==> config.mk <==
export PLATFORM = sky130hd
export DESIGN_NAME = text_view_byte_filter_unit
export DESIGN_NICKNAME = d
export VERILOG_FILES = /design/src/rtl/tvf_pkg.sv /design/src/rtl/tvf_render.sv /design/src/rtl/tvf_emit.sv /design/src/rtl/text_view_byte_filter_unit.sv
export SDC_FILE = /design/constraint.sdc
export NUM_CORES = 1
export LEC_CHECK = 0
export BUFFER_PORTS_ARGS = -buffer_cell sky130_fd_sc_hd__clkbuf_2
export CELL_PAD_IN_SITES_DETAIL_PLACEMENT = 1
export CELL_PAD_IN_SITES_GLOBAL_PLACEMENT = 2
export CORE_ASPECT_RATIO = 1.1
export CORE_MARGIN = 8
export CORE_UTILIZATION = 43
export DETAILED_ROUTE_END_ITERATION = 7
export PLACE_DENSITY = 0.93
export SKIP_CTS_REPAIR_TIMING = 1
export SYNTH_ARGS = -nofsm -noshare
export SYNTH_HDL_FRONTEND = slang
export SYNTH_SLANG_ARGS = --single-unit
==> constraint.sdc <==
create_clock -name i_clk -period 10.4 [get_ports i_clk]
set_input_delay 1.04 -clock i_clk [delete_from_list [all_inputs] [get_ports i_clk]]
set_output_delay 1.04 -clock i_clk [all_outputs]
set_load 0.05 [all_outputs]
==> src/rtl/tvf_pkg.sv <==
// shared types and constants for the text view byte filter
`timescale 1ns / 1ps
`default_nettype none

package tvf_pkg;

    localparam int NUMBER_DIGITS_DEF = 6;

    // configuration register indexes
    localparam int CFG_W = 3;
    localparam logic [CFG_W-1:0] CFG_NUMBER_NONBLANK  = 3'd0;
    localparam logic [CFG_W-1:0] CFG_NUMBER_ALL       = 3'd1;
    localparam logic [CFG_W-1:0] CFG_SQUEEZE_BLANK    = 3'd2;
    localparam logic [CFG_W-1:0] CFG_SHOW_ENDS        = 3'd3;
    localparam logic [CFG_W-1:0] CFG_SHOW_TABS        = 3'd4;
    localparam logic [CFG_W-1:0] CFG_SHOW_NONPRINTING = 3'd5;

    // fixed string placed between the line number and the byte itself
    localparam logic [2:0] SEG_NONE      = 3'd0;
    localparam logic [2:0] SEG_CARET_I   = 3'd1;
    localparam logic [2:0] SEG_END       = 3'd2;
    localparam logic [2:0] SEG_END_EMPTY = 3'd3;
    localparam logic [2:0] SEG_CARET     = 3'd4;
    localparam logic [2:0] SEG_META      = 3'd5;

    localparam logic [7:0] CH_TAB      = 8'd9;
    localparam logic [7:0] CH_NL       = 8'd10;
    localparam logic [7:0] CH_SPACE    = 8'd32;
    localparam logic [7:0] CH_DOLLAR   = 8'd36;
    localparam logic [7:0] CH_DASH     = 8'd45;
    localparam logic [7:0] CH_ZERO     = 8'd48;
    localparam logic [7:0] CH_I        = 8'd73;
    localparam logic [7:0] CH_M        = 8'd77;
    localparam logic [7:0] CH_CARET    = 8'd94;
    localparam logic [7:0] CH_DEL      = 8'd127;
    localparam logic [7:0] CH_META_LO  = 8'd128;
    localparam logic [7:0] CH_HIGH_LO  = 8'd160;
    localparam logic [7:0] CTRL_OFFSET = 8'd64;

    typedef struct packed {
        logic number_nonblank;
        logic number_all;
        logic squeeze_blank;
        logic show_ends;
        logic show_tabs;
        logic show_nonprinting;
    } t_cfg;

    // rendering job for one input word
    typedef struct packed {
        logic       num_en;
        logic [2:0] seg;
        logic       chr_en;
        logic [7:0] chr;
    } t_desc;

endpackage

`default_nettype wire

==> src/rtl/tvf_render.sv <==
// line state and decode of one input word into a rendering job
`timescale 1ns / 1ps
`default_nettype none

module tvf_render #(
    parameter int NUMBER_DIGITS = tvf_pkg::NUMBER_DIGITS_DEF
) (
    input  wire logic                         i_clk,
    input  wire logic                         i_rst_n,
    input  wire logic                         i_accept,
    input  wire logic                         i_action,
    input  wire logic [7:0]                   i_in_byte,
    input  wire tvf_pkg::t_cfg                i_cfg,
    output logic                              o_desc_valid,
    output tvf_pkg::t_desc                    o_desc,
    output logic [4*NUMBER_DIGITS-1:0]        o_digits
);
    import tvf_pkg::*;

    localparam int LINE_W = 4 * NUMBER_DIGITS;

    logic              r_prev_nl, n_prev_nl;
    logic [1:0]        r_blank_run, n_blank_run;
    logic [LINE_W-1:0] r_line, n_line;
    logic              r_col_nz, n_col_nz;

    logic              is_nl, is_tab, is_low, is_meta, is_del;
    logic              sq_cond, squeezed, num_en, np, tab_show;
    logic [1:0]        blank_inc;
    logic [LINE_W-1:0] line_inc;
    logic              carry, all_nine;
    logic [2:0]        seg;
    logic [7:0]        chr;

    assign is_nl   = (i_in_byte == CH_NL);
    assign is_tab  = (i_in_byte == CH_TAB);
    assign is_low  = (i_in_byte < CH_SPACE);
    assign is_meta = (i_in_byte >= CH_META_LO) && (i_in_byte < CH_HIGH_LO);
    assign is_del  = (i_in_byte == CH_DEL);

    assign sq_cond   = r_prev_nl && is_nl && i_cfg.squeeze_blank;
    assign blank_inc = (r_blank_run < 2'd2) ? r_blank_run + 2'd1 : r_blank_run;
    assign squeezed  = sq_cond && (blank_inc > 2'd1);
    assign num_en    = r_prev_nl && ((i_cfg.number_nonblank && !is_nl) ||
                                     (i_cfg.number_all && !i_cfg.number_nonblank));
    assign np        = i_cfg.show_nonprinting && !is_nl && !is_tab;
    assign tab_show  = i_cfg.show_tabs && is_tab;

    always_comb begin
        seg = SEG_NONE;
        chr = i_in_byte;
        if (tab_show) begin
            seg = SEG_CARET_I;
        end else if (i_cfg.show_ends && is_nl) begin
            seg = (i_cfg.number_nonblank && !r_col_nz) ? SEG_END_EMPTY : SEG_END;
        end else if (np && is_low) begin
            seg = SEG_CARET;
            chr = i_in_byte + CTRL_OFFSET;
        end else if (np && is_meta) begin
            seg = SEG_META;
            chr = i_in_byte - CTRL_OFFSET;
        end else if (np && is_del) begin
            seg = SEG_CARET;
            chr = i_in_byte - CTRL_OFFSET;
        end
    end

    // bcd increment, held at all nines
    always_comb begin
        line_inc = r_line;
        carry    = 1'b1;
        all_nine = 1'b1;
        for (int i = 0; i < NUMBER_DIGITS; i++) begin
            all_nine = all_nine && (r_line[4*i +: 4] == 4'd9);
            if (carry) begin
                if (r_line[4*i +: 4] == 4'd9) begin
                    line_inc[4*i +: 4] = 4'd0;
                end else begin
                    line_inc[4*i +: 4] = r_line[4*i +: 4] + 4'd1;
                    carry = 1'b0;
                end
            end
        end
    end

    always_comb begin
        n_prev_nl   = r_prev_nl;
        n_blank_run = r_blank_run;
        n_line      = r_line;
        n_col_nz    = r_col_nz;
        if (i_accept) begin
            if (i_action) begin
                n_prev_nl = 1'b1;
                n_line    = LINE_W'(1);
                n_col_nz  = 1'b0;
            end else begin
                n_prev_nl   = is_nl;
                n_blank_run = sq_cond ? blank_inc : 2'd0;
                if (!squeezed) begin
                    n_col_nz = !is_nl;
                    if (num_en && !all_nine) begin
                        n_line = line_inc;
                    end
                end
            end
        end
    end

    always_ff @(posedge i_clk) begin
        if (!i_rst_n) begin
            r_prev_nl   <= 1'b1;
            r_blank_run <= 2'd0;
            r_line      <= LINE_W'(1);
            r_col_nz    <= 1'b0;
        end else begin
            r_prev_nl   <= n_prev_nl;
            r_blank_run <= n_blank_run;
            r_line      <= n_line;
            r_col_nz    <= n_col_nz;
        end
    end

    assign o_desc_valid  = !i_action && !squeezed;
    assign o_desc.num_en = num_en;
    assign o_desc.seg    = seg;
    assign o_desc.chr_en = !tab_show;
    assign o_desc.chr    = chr;
    assign o_digits      = r_line;

endmodule

`default_nettype wire

==> src/rtl/tvf_emit.sv <==
// job register and byte emitter feeding the output register
`timescale 1ns / 1ps
`default_nettype none

module tvf_emit #(
    parameter int NUMBER_DIGITS = tvf_pkg::NUMBER_DIGITS_DEF
) (
    input  wire logic                         i_clk,
    input  wire logic                         i_rst_n,
    input  wire logic                         i_accept,
    input  wire logic                         i_desc_valid,
    input  wire tvf_pkg::t_desc               i_desc,
    input  wire logic [4*NUMBER_DIGITS-1:0]   i_digits,
    input  wire logic                         i_out_stall,
    output logic                              o_in_stall,
    output logic                              o_out_valid,
    output logic [7:0]                        o_out_byte,
    output logic                              o_last
);
    import tvf_pkg::*;

    localparam int LINE_W = 4 * NUMBER_DIGITS;
    localparam int POS_W  = $clog2(NUMBER_DIGITS + 6);

    logic              r_job_valid;
    t_desc             r_job;
    logic [LINE_W-1:0] r_job_digits;
    logic [POS_W-1:0]  r_pos;
    logic              r_out_valid;
    logic [7:0]        r_out_byte;
    logic              r_out_last;

    logic [7:0]        num_chars [NUMBER_DIGITS];
    logic              seen_nz;
    logic [POS_W-1:0]  len_a, len_b, total, offs;
    logic [7:0]        num_byte, seg_byte, sel_byte;
    logic              is_last, out_load, emit, take_job;

    // digit characters with leading zeros shown as spaces
    always_comb begin
        seen_nz = 1'b0;
        for (int i = 0; i < NUMBER_DIGITS; i++) begin
            seen_nz = seen_nz || (r_job_digits[4*(NUMBER_DIGITS-1-i) +: 4] != 4'd0);
            if (!seen_nz && (i != NUMBER_DIGITS - 1)) begin
                num_chars[i] = CH_SPACE;
            end else begin
                num_chars[i] = CH_ZERO + {4'd0, r_job_digits[4*(NUMBER_DIGITS-1-i) +: 4]};
            end
        end
    end

    always_comb begin
        num_byte = CH_TAB;
        for (int i = 0; i < NUMBER_DIGITS; i++) begin
            if (r_pos == POS_W'(i)) begin
                num_byte = num_chars[i];
            end
        end
    end

    assign len_a = r_job.num_en ? POS_W'(NUMBER_DIGITS + 1) : '0;

    always_comb begin
        case (r_job.seg)
            SEG_NONE:      len_b = '0;
            SEG_CARET_I:   len_b = POS_W'(2);
            SEG_END:       len_b = POS_W'(1);
            SEG_END_EMPTY: len_b = POS_W'(NUMBER_DIGITS + 2);
            SEG_CARET:     len_b = POS_W'(1);
            SEG_META:      len_b = POS_W'(3);
            default:       len_b = '0;
        endcase
    end

    assign total   = len_a + len_b + {{(POS_W-1){1'b0}}, r_job.chr_en};
    assign offs    = r_pos - len_a;
    assign is_last = (r_pos == total - POS_W'(1));

    always_comb begin
        case (r_job.seg)
            SEG_CARET_I:   seg_byte = (offs == '0) ? CH_CARET : CH_I;
            SEG_END:       seg_byte = CH_DOLLAR;
            SEG_END_EMPTY: begin
                if (offs < POS_W'(NUMBER_DIGITS)) begin
                    seg_byte = CH_SPACE;
                end else if (offs == POS_W'(NUMBER_DIGITS)) begin
                    seg_byte = CH_TAB;
                end else begin
                    seg_byte = CH_DOLLAR;
                end
            end
            SEG_CARET:     seg_byte = CH_CARET;
            SEG_META: begin
                if (offs == '0) begin
                    seg_byte = CH_M;
                end else if (offs == POS_W'(1)) begin
                    seg_byte = CH_DASH;
                end else begin
                    seg_byte = CH_CARET;
                end
            end
            default:       seg_byte = CH_SPACE;
        endcase
    end

    always_comb begin
        if (r_pos < len_a) begin
            sel_byte = num_byte;
        end else if (r_pos < len_a + len_b) begin
            sel_byte = seg_byte;
        end else begin
            sel_byte = r_job.chr;
        end
    end

    assign out_load   = !r_out_valid || !i_out_stall;
    assign emit       = r_job_valid && out_load;
    assign o_in_stall = r_job_valid && !(emit && is_last);
    assign take_job   = i_accept && i_desc_valid;

    always_ff @(posedge i_clk) begin
        if (!i_rst_n) begin
            r_job_valid <= 1'b0;
            r_pos       <= '0;
            r_out_valid <= 1'b0;
        end else begin
            if (take_job) begin
                r_job_valid <= 1'b1;
                r_pos       <= '0;
            end else if (emit) begin
                r_job_valid <= !is_last;
                r_pos       <= r_pos + POS_W'(1);
            end
            if (out_load) begin
                r_out_valid <= r_job_valid;
            end
        end
    end

    always_ff @(posedge i_clk) begin
        if (take_job) begin
            r_job        <= i_desc;
            r_job_digits <= i_digits;
        end
        if (emit) begin
            r_out_byte <= sel_byte;
            r_out_last <= is_last;
        end
    end

    assign o_out_valid = r_out_valid;
    assign o_out_byte  = r_out_byte;
    assign o_last      = r_out_last;

endmodule

`default_nettype wire

==> src/rtl/text_view_byte_filter_unit.sv <==
// top level of the text view byte filter
//
//  channel  dir  handshake                        payload
//  in       in   i_in_valid / o_in_stall          i_action, i_in_byte
//  out      out  o_out_valid / i_out_stall        o_out_byte, o_last
//  cfg      in   i_cfg_valid / o_cfg_ready        i_cfg_index, i_cfg_data
//
// a word that renders to n bytes stalls the input until its last byte leaves the
// emitter; unless the output stalls, one byte per cycle leaves it for the output
// register and a one-byte word is taken every cycle; its byte passes the job
// register, then the output register; start-of-file and squeezed lines get no job
// synchronous active-low reset: line number 1, previous byte newline, options off
// a stalled output holds its byte; the emitter and then the input stall behind it
`timescale 1ns / 1ps
`default_nettype none

module text_view_byte_filter_unit #(
    parameter int NUMBER_DIGITS = tvf_pkg::NUMBER_DIGITS_DEF
) (
    input  wire logic                       i_clk,
    input  wire logic                       i_rst_n,
    input  wire logic                       i_in_valid,
    output logic                            o_in_stall,
    input  wire logic                       i_action,
    input  wire logic [7:0]                 i_in_byte,
    output logic                            o_out_valid,
    input  wire logic                       i_out_stall,
    output logic [7:0]                      o_out_byte,
    output logic                            o_last,
    input  wire logic                       i_cfg_valid,
    output logic                            o_cfg_ready,
    input  wire logic [tvf_pkg::CFG_W-1:0]  i_cfg_index,
    input  wire logic                       i_cfg_data
);
    import tvf_pkg::*;

    t_cfg                       r_cfg;
    logic                       accept;
    logic                       desc_valid;
    t_desc                      desc;
    logic [4*NUMBER_DIGITS-1:0] digits;

    assign o_cfg_ready = 1'b1;
    assign accept      = i_in_valid && !o_in_stall;

    always_ff @(posedge i_clk) begin
        if (!i_rst_n) begin
            r_cfg <= '0;
        end else if (i_cfg_valid) begin
            case (i_cfg_index)
                CFG_NUMBER_NONBLANK:  r_cfg.number_nonblank  <= i_cfg_data;
                CFG_NUMBER_ALL:       r_cfg.number_all       <= i_cfg_data;
                CFG_SQUEEZE_BLANK:    r_cfg.squeeze_blank    <= i_cfg_data;
                CFG_SHOW_ENDS:        r_cfg.show_ends        <= i_cfg_data;
                CFG_SHOW_TABS:        r_cfg.show_tabs        <= i_cfg_data;
                CFG_SHOW_NONPRINTING: r_cfg.show_nonprinting <= i_cfg_data;
                default:              r_cfg <= r_cfg;
            endcase
        end
    end

    tvf_render #(
        .NUMBER_DIGITS(NUMBER_DIGITS)
    ) u_render (
        .i_clk       (i_clk),
        .i_rst_n     (i_rst_n),
        .i_accept    (accept),
        .i_action    (i_action),
        .i_in_byte   (i_in_byte),
        .i_cfg       (r_cfg),
        .o_desc_valid(desc_valid),
        .o_desc      (desc),
        .o_digits    (digits)
    );

    tvf_emit #(
        .NUMBER_DIGITS(NUMBER_DIGITS)
    ) u_emit (
        .i_clk       (i_clk),
        .i_rst_n     (i_rst_n),
        .i_accept    (accept),
        .i_desc_valid(desc_valid),
        .i_desc      (desc),
        .i_digits    (digits),
        .i_out_stall (i_out_stall),
        .o_in_stall  (o_in_stall),
        .o_out_valid (o_out_valid),
        .o_out_byte  (o_out_byte),
        .o_last      (o_last)
    );

endmodule

`default_nettype wire

# Yosys cells after proc, flatten, opt, wreduce, memory -nomap -nowiden
# Index checks and enable logic that the tools add are counted.
[totals]
ff_bits = 86
output_inout_bits = 12
wordCells = 221
[classes]
n_reduce_logical = 77
magnitude_cmp = 8
muxes = 61
add_sub_neg = 20
n_bitwise = 2
n_eq_ne = 28
[ops]
columns = ["op", "count"]
rows = [
  ["8-bit 2-to-1 mux", 15],
  ["24-bit 2-to-1 mux", 3],
  ["4-bit 2-to-1 mux", 11],
  ["6-bit by 4-bit adder with 7-bit output (first input constant)", 6],
  ["7-bit 2-to-1 mux", 6],
  ["8-bit case mux with 5 select lines", 1],
  ["4-bit by 1-bit adder with 4-bit output (second input constant)", 7],
  ["1-bit logical AND", 27],
  ["4-bit == test (second input constant)", 6],
  ["4-bit AND reduction", 5],
  ["4-bit nonzero test", 5],
  ["8-bit by 4-bit == test with 1-bit output (second input constant)", 2],
  ["4-bit case mux with 4 select lines", 1],
  ["2-bit AND reduction", 8],
  ["1-bit 2-to-1 mux", 15],
  ["3-bit 2-to-1 mux", 5],
  ["2-bit nonzero test", 7],
  ["1-bit zero test", 13],
  ["3-bit by 2-bit == test with 1-bit output (second input constant)", 4],
  ["3-bit == test (second input constant)", 4],
  ["4-bit by 3-bit == test with 1-bit output (second input constant)", 3],
  ["8-bit by 7-bit adder with 8-bit output (second input constant)", 1],
  ["4-bit by 1-bit == test with 1-bit output (second input constant)", 2],
  ["4-bit by 2-bit == test with 1-bit output (second input constant)", 2],
  ["26 further kinds", 37],
]

# Logic depth before layout (Yosys ltp)
[depth]
ltp_word = 14
mapped_depth = 16
depth_no_buf = 13

# Cells and area by module
# Synthesis repeated with hierarchy kept, for this count alone.
[hier_totals]
hier_cells = 512
area_unflattened_um2 = 5081.1
[modules_own_cells]
columns = ["mod", "cells_each", "seq_area_each_um2", "area_per_inst_um2", "instances"]
rows = [
  ["tvf_emit", 232, 1501.4, 2705.1, 1],
  ["tvf_render", 252, 560.5, 2082.0, 1],
  ["text_view_byte_filter_unit", 28, 120.1, 294.0, 1],
]

# Least setup slack after synthesis
# Ideal clock, no wire load.
[synth_path]
path_type = "reg2reg"
startpoint = "register u_emit.r_job[9] (netlist name)"
endpoint = "register u_emit.r_job[0] (netlist name) (enable)"
setup_slack_ps = 5811
path_stages_with_launch = 14
required_time_ps = 9967
n_path_buf = 1
arrival_ps = 4157
setup_ps = 433
path_cell_list = "edfxtp_1 > buf_2 > nor2_1 > nand2_1 > o21ai_0 > ha_1 > inv_1 > fa_1 > ha_1 > xor2_1 > nand2_1 > nor4_1 > a21oi_2 > nor2_1"
[synth_via]
elab_chain_cells = 13
[synth_lines]
columns = ["element", "line_no", "text"]
rows = [
  ["start: declaration", "tvf_emit.sv:26", "t_desc r_job;"],
  ["start signal: assignment", "tvf_emit.sv:142", "r_job <= i_desc;"],
  ["3-bit by 2-bit == test with 1-bit output or 3-bit == test (tied branches)", "tvf_emit.sv:64", "case (r_job.seg)"],
  ["2-bit OR reduction (no line)", "--", ""],
  ["4-bit case mux with 4 select lines (*)", "tvf_emit.sv:64", ""],
  ["4-bit adder (*)", "tvf_emit.sv:75", "assign total = len_a + len_b + {{(POS_W-1){1'b0}}, r_job.chr_en};"],
  ["4-bit by 1-bit adder with 4-bit output (*)", "tvf_emit.sv:75", ""],
  ["4-bit by 1-bit subtractor with 4-bit output (*)", "tvf_emit.sv:77", "assign is_last = (r_pos == total - POS_W'(1));"],
  ["4-bit == test (*)", "tvf_emit.sv:77", ""],
  ["1-bit logical AND (*)", "tvf_emit.sv:118", "assign o_in_stall = r_job_valid && !(emit && is_last);"],
  ["1-bit zero test (*)", "tvf_emit.sv:118", ""],
  ["1-bit logical AND (*)", "tvf_emit.sv:118", ""],
  ["1-bit zero test (*)", "text_view_byte_filter_unit.sv:44", "assign accept = i_in_valid && !o_in_stall;"],
  ["1-bit logical AND (*)", "text_view_byte_filter_unit.sv:44", ""],
  ["1-bit logical AND (*)", "tvf_emit.sv:119", "assign take_job = i_accept && i_desc_valid;"],
  ["net u_emit.take_job", "tvf_emit.sv:37", "logic is_last, out_load, emit, take_job;"],
]
# Mark *: on every way through the listed nets, which the timed path passes. The rest lies on a longest branch.
# A chain may end at the register's enable or synchronous reset.

# Worst setup path after layout
[layout_path]
startpoint = "register u_emit.r_job[11] (netlist name)"
endpoint = "output o_in_stall"
[layout_via]
elab_chain_cells = 10
[layout_lines]
columns = ["element", "line_no", "text"]
rows = [
  ["3-bit by 2-bit == test with 1-bit output or 3-bit == test (tied branches)", "tvf_emit.sv:64", ""],
  ["2-bit OR reduction (no line)", "--", ""],
  ["4-bit case mux with 4 select lines (*)", "tvf_emit.sv:64", ""],
  ["4-bit adder (*)", "tvf_emit.sv:75", ""],
  ["4-bit by 1-bit adder with 4-bit output (*)", "tvf_emit.sv:75", ""],
  ["4-bit by 1-bit subtractor with 4-bit output (*)", "tvf_emit.sv:77", ""],
  ["4-bit == test (*)", "tvf_emit.sv:77", ""],
  ["1-bit logical AND (*)", "tvf_emit.sv:118", ""],
  ["1-bit zero test (*)", "tvf_emit.sv:118", ""],
  ["1-bit logical AND (*)", "tvf_emit.sv:118", ""],
  ["end: declaration", "text_view_byte_filter_unit.sv:23", "output logic o_in_stall,"],
]
# Mark *: on every way between the ends. The rest lies on a longest branch, timed or not.

==> metrics <==
status completed; Layout area overhead 11.4%; CTS HTree Levels 3; number of synthesized flops with an enable pin 46; row cnt 41; Worst IR Drop VDD 0.0786 mV; leading area contributor after synthesis edfxtp_1; vias in the first global route 4,195; clock buffer depth 2; Max Freq 207 MHz; max-cap violations 0; Yosys warning count 0; Worst Path Required 9.36 ns; sequential fraction of the synthesis area 44.0%; CTS Buf Count 9; WP data arrival 3.79 ns; overall routing resource usage 18.2%; first-pass GRT wire length 22,000 um; first-pass iteration count of the detailed router 4; worst-skew pair later-pin latency 0.35 ns; Clock Skew 0.00747 ns; Critical Path Sink o_in_stall; total inserted antenna cells 0; Worst Reg-to-Reg Cells 11; initial antenna violation count 0; die area 0.0152 sq mm; die height 129 um; mean post-synth cell area 9.88 sq um; RD Place Congestion 0.863; I/O Buffers 28; crit path from u_emit.r_job[11]; leading post-synthesis cells by cell area edfxtp_1, dfxtp_1, ha_1; clock root buffer clkbuf_16; Syn Nets 553; Post-DP HPWL 9850 um; total number of vias 3,946; PwrDens 161 mW/mm^2; final setup vio count 0; Die X-Extent 118 um; Worst Setup End Kind output pin; Crit Path Class flop to output pin; post-synthesis cell type count 77; Synth Cell Area 0.00496 sq mm; synthesis-stage register bit count 86; largest net degree at the start of global routing 39; Worst Hold Class flop to flop; top cell type's share of synthesized area 27.8%; startpoint types flop; TNS Setup 0 ns; fin crit period 4.83 ns; Worst-Margin Slew 1.09 ns; DR WL/cell 19.4 um; CTS tree done; dominant synthesized flop cell edfxtp_1; clock-pin slew on the worst setup and hold paths 0.06 ns; reg-to-reg critical path endpoint u_emit.r_job_digits[2]; layout cells sized above 1 11.9%; antenna-violating nets left 0; Async SR Flop Fraction 0%; detailed-route DRC error count 0; synth cell count leaders edfxtp_1, nor2_1, dfxtp_1, a21oi_1, inv_1; Worst Path Max Fanout 8; reg-to-reg slack, setup 6.11 ns; Nets 576; grt ovf 0; Leak Pwr 2.04 nW; Synth Instances 502; core area 0.0114 sq mm; fin. max-slew vios 0; Final Hold Fails 0; final wirelength 13,200 um; reg2reg start u_emit.r_job[11]; Via density 5.80; most frequent cell after synthesis edfxtp_1; Core Util, Final 48.5%; CTS sink cnt 86; Initial Util 43.6%; Final Cycle Share 46.4%; RSZ-0062 raised after global routing no; detailed router's first-iteration violation count 212; Slew HR 27.1%; boundary pin count 30
worst max-delay path, stage by stage, from the launching register on:
cell,delay (ns)
edfxtp_1,0.49
inv_1,0.16
o21ai_0,0.29
ha_1,0.24
inv_1,0.06
fa_1,0.51
ha_1,0.25
xor2_1,0.16
xnor2_1,0.41
nor2_1,0.14
a31oi_1,0.40
clkbuf_2,0.36
through the flow:
stage | total power, mW | worst slack (ns) | hold slack, ns | instance area, sq um | instances
finish | 0.890 | 5.57 | 0.486 | 5530 | 680
global route | 0.931 | 5.39 | 0.512 | 5530 | 680
CTS | 0.897 | 5.60 | 0.484 | 5530 | 680
detailed placement | 0.551 | 6.02 | 0.454 | 5210 | 664
global placement | 0.543 | 6.21 | 0.451 | 5210 | 664
floorplan | 0.507 | 5.81 | 0.431 | 4960 | 502
layer usage:
layer | wire, um | GRT usage (%) | vias up
met5 | 0 | 0 | -
met1 | 5910 | 21.8 | 1961
met2 | 6610 | 31.5 | 49
met3 | 331 | 3.94 | 23
met4 | 333 | 7.22 | 0
li1 | - | - | 1913
final cells by class:
type	instances	area, sq um
Timing Repair Buffer	29	148
Clock buffer	10	250
Clock inverter	6	71.3
Sequential cell	86	2180
Multi-Input combinational cell	367	2570
Fill cell	1307	5860
Inverter	32	120
Tap cell	150	188
placed cells by master (no fill, tap or decap), drive strengths merged, types with 7 or more instances in the layout:
cell type and count:
dfxtp 40, xor2 8, nor2b 10, inv 35, nand3b 8, nand3 17, ha 31, nor2 45
edfxtp 46, o21ai 32, nand2 29, clkbuf 38, a21oi 39, o31ai 12, a31oi 7, nor3 13
xnor2 7
how the worst min path moves through the flow:
stage,start,end,slack [ns],cells past startpoint
global placement,u_render.r_blank_run[0],u_render.r_blank_run[0],0.45,2
floorplan,u_render.o_digits[3],u_emit.r_job_digits[3],0.43,0
global route,u_render.r_blank_run[1],u_render.r_blank_run[1],0.51,2
detailed placement,u_render.r_blank_run[0],u_render.r_blank_run[0],0.45,2
finish,u_render.r_blank_run[0],u_render.r_blank_run[0],0.49,2
CTS,u_render.r_blank_run[0],u_render.r_blank_run[0],0.48,2
state kept, by name, summed over array words and instances (netlist names):
register / flops
u_emit.r_job_valid: 1
r_cfg: 6
u_emit.o_out_byte: 8
u_render.r_blank_run: 2
u_emit.r_job_digits: 24
u_emit.r_job: 13
u_render.o_digits: 24
u_render.r_prev_nl: 1
u_emit.o_last: 1
u_render.r_col_nz: 1
u_emit.r_pos: 4
u_emit.o_out_valid: 1
logic make-up after synthesis:
kind of cell	share of synthesized area, %
DFF	44.0
AOI/OAI and AO/OA	19.8
and+or+nand+nor	18.6
adders and majority gates	8.83
other	0.0756
xor gates and xnor gates	3.28
muxes	1.01
buffers and inverters	4.39
power breakdown:
group	switching, mW	internal (mW)	leakage, nW
combinational	0.103	0.0477	1.13
sequential	0.0141	0.380	0.755
clock	0.142	0.203	0.151
No activity file was read; power rests on OpenSTA's default activity.
